===== config.mk =====
export PLATFORM = sky130hd
export DESIGN_NAME = sorted_priority_queue
export DESIGN_NICKNAME = d
export VERILOG_FILES = /design/src/spq_pkg.sv /design/src/spq_ctrl.sv /design/src/spq_datapath.sv /design/src/sorted_priority_queue.sv
export SDC_FILE = /design/constraint.sdc
export NUM_CORES = 2
export LEC_CHECK = 0
export BUFFER_PORTS_ARGS = -buffer_cell sky130_fd_sc_hd__buf_2
export CAP_MARGIN = 10
export CORE_MARGIN = 4
export CORE_UTILIZATION = 45
export DETAILED_ROUTE_END_ITERATION = 8
export GPL_ROUTABILITY_DRIVEN = 0
export PLACE_DENSITY = 0.69
export SLEW_MARGIN = 10
export SYNTH_ARGS = -nofsm -noshare
export SYNTH_HDL_FRONTEND = slang
export SYNTH_SLANG_ARGS = --single-unit

===== constraint.sdc =====
create_clock -name aclk -period 4.95 [get_ports aclk]
set_input_delay 0.99 -clock aclk [delete_from_list [all_inputs] [get_ports aclk]]
set_output_delay 0.99 -clock aclk [all_outputs]
set_load 0.02 [all_outputs]

===== src/spq_pkg.sv =====
package spq_pkg;

    localparam int DEPTH_DEFAULT = 16;
    localparam int VALUE_W       = 32;
    localparam int OP_W          = 2;
    localparam int COUNT_OUT_W   = 5;
    localparam int S_TDATA_W     = 32;
    localparam int M_TDATA_W     = 40;

    localparam logic [OP_W-1:0] OP_PUSH   = 2'd0;
    localparam logic [OP_W-1:0] OP_POP    = 2'd1;
    localparam logic [OP_W-1:0] OP_REMOVE = 2'd2;

    // controller -> datapath
    typedef struct packed {
        logic load_item;
        logic compare;
        logic apply;
        logic load_out;
    } spq_cmd_t;

    // datapath -> controller
    typedef struct packed {
        logic is_remove;
        logic any_eq;
        logic out_free;
    } spq_status_t;

endpackage


===== src/spq_ctrl.sv =====
module spq_ctrl (
    input  logic                 aclk,
    input  logic                 aresetn,
    input  logic                 s_tvalid,
    output logic                 s_tready,
    input  spq_pkg::spq_status_t status,
    output spq_pkg::spq_cmd_t    cmd
);

    typedef enum logic [1:0] {
        ST_IDLE,
        ST_CMP,
        ST_APPLY,
        ST_FINISH
    } state_t;

    state_t state_reg;
    state_t state_next;

    assign s_tready = (state_reg == ST_IDLE);

    always_comb begin
        state_next    = state_reg;
        cmd.load_item = 1'b0;
        cmd.compare   = 1'b0;
        cmd.apply     = 1'b0;
        cmd.load_out  = 1'b0;
        unique case (state_reg)
            ST_IDLE: begin
                if (s_tvalid) begin
                    cmd.load_item = 1'b1;
                    state_next    = ST_CMP;
                end
            end
            ST_CMP: begin
                cmd.compare = 1'b1;
                state_next  = ST_APPLY;
            end
            ST_APPLY: begin
                cmd.apply = 1'b1;
                // a remove deletes one match per pass, then looks again
                if (status.is_remove && status.any_eq) begin
                    state_next = ST_CMP;
                end else begin
                    state_next = ST_FINISH;
                end
            end
            ST_FINISH: begin
                if (status.out_free) begin
                    cmd.load_out = 1'b1;
                    state_next   = ST_IDLE;
                end
            end
            default: begin
                state_next = ST_IDLE;
            end
        endcase
    end

    always_ff @(posedge aclk) begin
        if (!aresetn) begin
            state_reg <= ST_IDLE;
        end else begin
            state_reg <= state_next;
        end
    end

endmodule


===== src/spq_datapath.sv =====
module spq_datapath #(
    parameter int DEPTH = spq_pkg::DEPTH_DEFAULT
) (
    input  logic                                 aclk,
    input  logic                                 aresetn,
    input  logic [spq_pkg::OP_W-1:0]             in_op,
    input  logic signed [spq_pkg::VALUE_W-1:0]   in_value,
    input  spq_pkg::spq_cmd_t                    cmd,
    output spq_pkg::spq_status_t                 status,
    input  logic                                 m_tready,
    output logic                                 m_tvalid,
    output logic signed [spq_pkg::VALUE_W-1:0]   out_front_value,
    output logic                                 out_front_valid,
    output logic [spq_pkg::COUNT_OUT_W-1:0]      out_entry_count,
    output logic                                 out_push_dropped
);

    localparam int CW = $clog2(DEPTH + 1);

    logic [spq_pkg::OP_W-1:0]           op_reg;
    logic signed [spq_pkg::VALUE_W-1:0] val_reg;
    logic signed [spq_pkg::VALUE_W-1:0] cell_reg  [DEPTH];
    logic signed [spq_pkg::VALUE_W-1:0] cell_next [DEPTH];
    logic [CW-1:0]                      count_reg;
    logic [CW-1:0]                      count_next;
    logic [DEPTH-1:0]                   ge_reg;
    logic [DEPTH-1:0]                   ge_next;
    logic [DEPTH-1:0]                   eq_reg;
    logic [DEPTH-1:0]                   eq_next;
    logic                               drop_reg;
    logic                               m_tvalid_reg;
    logic signed [spq_pkg::VALUE_W-1:0] front_reg;
    logic                               fvalid_reg;
    logic [spq_pkg::COUNT_OUT_W-1:0]    ecount_reg;
    logic                               pdrop_reg;

    logic full;
    logic empty;
    logic any_eq;
    logic is_push;
    logic is_pop;
    logic is_remove;

    assign full      = (count_reg == CW'(DEPTH));
    assign empty     = (count_reg == '0);
    assign any_eq    = |eq_reg;
    assign is_push   = (op_reg == spq_pkg::OP_PUSH);
    assign is_pop    = (op_reg == spq_pkg::OP_POP);
    assign is_remove = (op_reg == spq_pkg::OP_REMOVE);

    assign status.is_remove = is_remove;
    assign status.any_eq    = any_eq;
    assign status.out_free  = !m_tvalid_reg || m_tready;

    // per-cell compare; empty cells count as "greater or equal"
    genvar gi;
    generate
        for (gi = 0; gi < DEPTH; gi++) begin : g_cell
            logic valid;
            assign valid       = (CW'(gi) < count_reg);
            assign ge_next[gi] = !valid || (cell_reg[gi] >= val_reg);
            assign eq_next[gi] = valid && (cell_reg[gi] == val_reg);

            logic shl_src;  // take from the right neighbor
            logic shr_src;  // take from the left neighbor
            logic ins;      // insertion point

            if (gi < DEPTH - 1) begin : g_right
                assign shl_src = (is_pop && !empty) || (is_remove && any_eq && ge_reg[gi]);
            end else begin : g_last
                assign shl_src = 1'b0;
            end

            if (gi == 0) begin : g_first
                assign shr_src = 1'b0;
                assign ins     = is_push && !full && ge_reg[gi];
            end else begin : g_rest
                assign shr_src = is_push && !full && ge_reg[gi-1];
                assign ins     = is_push && !full && ge_reg[gi] && !ge_reg[gi-1];
            end

            always_comb begin
                cell_next[gi] = cell_reg[gi];
                if (ins) begin
                    cell_next[gi] = val_reg;
                end else if (shr_src) begin
                    cell_next[gi] = cell_reg[(gi > 0) ? gi - 1 : 0];
                end else if (shl_src) begin
                    cell_next[gi] = cell_reg[(gi < DEPTH - 1) ? gi + 1 : gi];
                end
            end

            always_ff @(posedge aclk) begin
                if (cmd.apply) begin
                    cell_reg[gi] <= cell_next[gi];
                end
            end
        end
    endgenerate

    always_comb begin
        count_next = count_reg;
        if (is_push && !full) begin
            count_next = count_reg + CW'(1);
        end else if (is_pop && !empty) begin
            count_next = count_reg - CW'(1);
        end else if (is_remove && any_eq) begin
            count_next = count_reg - CW'(1);
        end
    end

    always_ff @(posedge aclk) begin
        if (!aresetn) begin
            count_reg    <= '0;
            m_tvalid_reg <= 1'b0;
        end else begin
            if (cmd.apply) begin
                count_reg <= count_next;
            end
            if (cmd.load_out) begin
                m_tvalid_reg <= 1'b1;
            end else if (m_tready) begin
                m_tvalid_reg <= 1'b0;
            end
        end
    end

    always_ff @(posedge aclk) begin
        if (cmd.load_item) begin
            op_reg   <= in_op;
            val_reg  <= in_value;
            drop_reg <= 1'b0;
        end
        if (cmd.compare) begin
            ge_reg <= ge_next;
            eq_reg <= eq_next;
        end
        if (cmd.apply && is_push && full) begin
            drop_reg <= 1'b1;
        end
        if (cmd.load_out) begin
            front_reg  <= empty ? '0 : cell_reg[0];
            fvalid_reg <= !empty;
            ecount_reg <= spq_pkg::COUNT_OUT_W'(count_reg);
            pdrop_reg  <= drop_reg;
        end
    end

    assign m_tvalid         = m_tvalid_reg;
    assign out_front_value  = front_reg;
    assign out_front_valid  = fvalid_reg;
    assign out_entry_count  = ecount_reg;
    assign out_push_dropped = pdrop_reg;

endmodule


===== src/sorted_priority_queue.sv =====
// Channel  Dir  Beat contents                                   Handshake
// s_       in   tuser: operation[1:0]; tdata: value[31:0]      s_tvalid / s_tready
// m_       out  tdata: front_value, front_valid, entry_count,  m_tvalid / m_tready
//               push_dropped (one result beat per input beat)
//
// Push and pop run four steps from accept to the next accept: register the beat,
// the row-wide compare, the shift, and loading the output once m_ is free.
// A remove repeats the compare/shift pass over the entry row until no match is
// left; each pass deletes one match.
// aresetn (synchronous, active low) empties the store; entry contents are not cleared.
// A new beat is taken while a result waits on m_; only loading the next result
// waits for m_tready.
module sorted_priority_queue #(
    parameter int DEPTH = spq_pkg::DEPTH_DEFAULT
) (
    input  logic                             aclk,
    input  logic                             aresetn,
    // value[31:0]
    input  logic [spq_pkg::S_TDATA_W-1:0]    s_tdata,
    // operation[1:0]
    input  logic [spq_pkg::OP_W-1:0]         s_tuser,
    input  logic                             s_tvalid,
    output logic                             s_tready,
    // front_value[31:0], front_valid[32], entry_count[37:33], push_dropped[38], zero[39]
    output logic [spq_pkg::M_TDATA_W-1:0]    m_tdata,
    output logic                             m_tvalid,
    input  logic                             m_tready
);

    spq_pkg::spq_cmd_t    cmd;
    spq_pkg::spq_status_t status;

    logic signed [spq_pkg::VALUE_W-1:0]  front_value;
    logic                                front_valid;
    logic [spq_pkg::COUNT_OUT_W-1:0]     entry_count;
    logic                                push_dropped;

    // sequencing: register beat, compare, shift (repeat for remove), publish
    spq_ctrl u_ctrl (
        .aclk     (aclk),
        .aresetn  (aresetn),
        .s_tvalid (s_tvalid),
        .s_tready (s_tready),
        .status   (status),
        .cmd      (cmd)
    );

    // entry row, count and result register
    spq_datapath #(
        .DEPTH (DEPTH)
    ) u_datapath (
        .aclk             (aclk),
        .aresetn          (aresetn),
        .in_op            (s_tuser),
        .in_value         (s_tdata[spq_pkg::VALUE_W-1:0]),
        .cmd              (cmd),
        .status           (status),
        .m_tready         (m_tready),
        .m_tvalid         (m_tvalid),
        .out_front_value  (front_value),
        .out_front_valid  (front_valid),
        .out_entry_count  (entry_count),
        .out_push_dropped (push_dropped)
    );

    // pack result fields from the low bit up, pad to whole bytes
    assign m_tdata = {1'b0, push_dropped, entry_count, front_valid, front_value};

endmodule


==> run summary <==
The count of warnings emitted by yosys is 0. The clock drives 626 sinks. In this run the most critical hold path is launched from s_tdata[22]. The global router's overall resource usage came out at about 25%. The share of post-route cells with drive strength above 1 is 8.86%. Sequential cells were found to cover around 46% of the synthesized design area.

The first-pass detailed-route iteration total is 6. The cell-internal power is slightly below 0.01 W. The worst-case clock buffer depth is 3. 0 antenna diodes ended up in the layout. During I/O placement, the number of pins put on the boundary was 80. The wire length of the first global-routing pass came out at 188 mm. The count of standard-cell rows is 110. The count of flip-flops with a built-in enable after synthesis is just over 600. The share of total power in combinational logic came out at 14.8%. The pre-CTS setup slack is 1.30 ns. The number of pins with negative max-slew slack in the final report came to 0.

The number of flip-flops under the largest register name is a little over 500. The worst-case headroom to the max-slew limit came out at 16.7%. For this run, the top clock speed supported by timing is 0.266 GHz. The layout overhead on the synthesized area came out at 10.3%. The pin count of the biggest net entering global routing came out at 65. The part of the total power dissipated in sequential elements came out at 47.1%. The worst setup path is captured at a register. Wire segments on met2 add up to roughly 55 mm in the final route. Max-cap violations in this run came to 0. The total power density per cell area came out at around 290 mW/mm².

The depth of the CTS H-tree came out at 3. The total nets after synthesis came out at 4378. The detailed-routing wirelength on met1 is 54.4 mm. The residual DRC count is 0. The number of clock buffers added by TritonCTS is 70. The required arrival time at the worst endpoint came out at between 5 and 6 ns.

The hold-critical path endpoint is u_datapath.val_reg[22]. The area inside the core boundary came out at 0.0903 mm². The hold slack is ~0.53 ns. The number of instances on the worst hold path is 1. The type of element launching the critical path is a register. Dividing the detail-routed wire length by the instance count gives 24.3 µm. The synthesized flop and latch total came out at 626. The residual antenna-violating net count after detailed routing came out at 0. The worst path arrival time is roughly 4.1 ns. For this design the static power due to leakage is 19.0 nW. The number of fill cells came out at about 8000. The primary flip-flop cell chosen by synthesis mapping is edfxtp_1. The post-route setup TNS is 0 ns. Counting flops with an async set or reset pin after synthesis yields a share of 0%.

The number of hold-slack violations in the final timing report was 0. The average via count per standard cell is 6.16. The netlist area before placement came out at 0.0411 mm². The number of distinct library cell variants in the gate-level netlist after synthesis is 61. The placed instance area is between 0.04 and 0.05 mm². The worst register-to-register path ends at u_datapath.ge_reg[2]. The final worst setup slack came out at 1.18 ns.

The slew at the pin closest to its max-slew limit came out at 1.25 ns. The overall via count from detail_route came out at 31400. The die extent in y came out at between 300 and 400 µm. The area enclosed by the die boundary is 0.0962 mm².

The final non-filler cell total came out at 5105. The HPWL after detailed placement is 90.5 mm. The gate count after technology mapping is 3825. The final setup skew is 0.0186 ns. The clock latency of the later-clocked register in the worst-skew pair is 0.64 ns. The clock tree from TritonCTS is yes. The top cell type's share of synthesized area came out at about 45%. Gates resized during post-CTS repair numbered 0.

Setup repair after global routing left no endpoint under its margin. Leaving out fill and tap cells, the most frequent cells in the layout are 617 x edfxtp_1, 557 x nand2_1, 535 x o21ai_0, 515 x ha_1, 418 x mux2i_1. The quantity of hold-fixing buffers added after cts came out at 0. The count of cells along the worst register-to-register path is 8. The routed wire length is 124 mm.

Once the floorplan was initialized, standard cells occupied 45.5% of the core. Summed over all nets, the switching power comes to 0.00365 W. The total placed cells including tap cells came out at 4983. edfxtp_1 takes more of the synthesized area than any other cell. The library cell used most frequently in the layout, excluding fill and tap cells, is edfxtp_1. In this run the worst setup path begins at u_datapath.val_reg[11]. The final layout net count is 4432. The initial antenna violation count is 2. The final-report setup violation count is 0. The class of the most critical setup path is register to register.

After clock tree synthesis, the setup repair step added 0 buffers. The clock period could shrink to 3.77 ns. The run finished with clean final reports. The number of global-route vias before repair is 30400.

The peak supply drop came out at 0.000270 V. In this run the worst path has a maximum fanout of 17. The clock slew at the register clock pins of the worst setup and hold paths is 0.06 ns.

The iteration-0 DRC count of the detailed router is 3635. A synthesized cell averages roughly 11 µm². In this run the clock root is driven by a clkbuf_16. The total overflow reported by the global router is 0.

The path class of the tightest hold or removal check is primary input to register. The worst-case register-to-register setup slack came out at 1.18 ns. The share of power burned in the clock network came out at 38.2%.

The highest metal layer with signal wires is met5. The ratio of final minimum period to clock period came out at roughly 76%. The switching share of power came out at 27.5%. The worst reg2reg path startpoint is u_datapath.val_reg[11]. In the post-synthesis netlist, the biggest area contributors are edfxtp_1 45%, ha_1 16%, mux2i_1 10%. The detailed-routed wire length on met3 came out at 11.4 mm. The die boundary width is 310 µm. The count of buffers inserted at the top-level ports is 78. After routing the design area is 0.0453 mm².
==> Yosys cell counts, types with 9 or more instances <==
cell	instances
ha_1	515
edfxtp_1	617
a221oi_1	13
nor2_1	86
mux2i_1	418
a31oi_1	23
nand4_1	107
a221o_1	17
clkbuf_1	104
and4_1	20
nand2b_1	16
nor2b_1	68
inv_1	80
o211a_1	15
a2111o_1	14
a21o_1	80
nor4_1	25
mux2_2	30
dfxtp_1	9
nand3_1	65
nand2_1	564
a21oi_1	200
or3_1	17
buf_2	74
a22o_1	30
o21ai_0	535
==> metal layers <==
metal | up-vias | global-route usage (%)
met5 | - | 0
met4 | 2 | 6.64
met3 | 208 | 5.33
met2 | 1421 | 39.3
met1 | 15200 | 36.4
li1 | 14600 | -
==> power by group through the flow <==
stage	logic (W)	clock network, W	registers (W)
floorplan	0.00131	0	0.00629
finish	0.00196	0.00507	0.00625
CTS	0.00192	0.00513	0.00624
global route	0.00216	0.00534	0.00626
detailed placement	0.00191	0	0.00635
global placement	0.00184	0	0.00635
==> stage by stage <==
| step | total power, W | util, % |
|---|---|---|
| after floorplan | 0.00759 | - |
| after global placement | 0.00820 | 47.8 |
| after detailed placement | 0.00826 | 47.8 |
| after CTS | 0.0133 | 50.2 |
| after global routing | 0.0138 | 50.2 |
| final | 0.0133 | 50.2 |
==> area by class of cell <==
type,instances,area [µm²],share of cell area [%]
clock buffer,90,1890,4.17
multi-input combinational,2930,21600,47.6
clock inverter,32,225,0.497
inverter,80,300,0.663
sequential,626,18700,41.3
tap,1176,1470,3.25
timing repair buffer,171,1150,2.54
==> critical path, cell delays in order (launching register included) <==
cell	delay, ns
edfxtp_1	0.70
inv_1	0.51
ha_1	0.47
nand4_1	0.15
nor4_1	0.72
o21ai_0	0.20
a31oi_1	0.46
or3_1	0.19
nand3_1	0.09
==> logic make-up after synthesis <==
kind of cell	share of synthesized area [%]
simple gates	11.3
flops	45.5
other cells	0.00913
fa+ha+maj	15.7
buf+inv	2.82
xor+xnor	0.0853
mux	11.1
compound gates	13.5
==> worst max-delay path by stage <==
stage,slack [ns],depth (start not counted),to
floorplan,0.66,12,u_datapath.cell_reg[1][0]
global placement,1.38,8,u_datapath.ge_reg[14]
detailed placement,1.30,7,u_datapath.ge_reg[10]
CTS,1.28,7,u_datapath.ge_reg[10]
global route,0.97,8,u_datapath.ge_reg[2]
finish,1.18,8,u_datapath.ge_reg[2]
No activity file was read; power rests on OpenSTA's default activity.
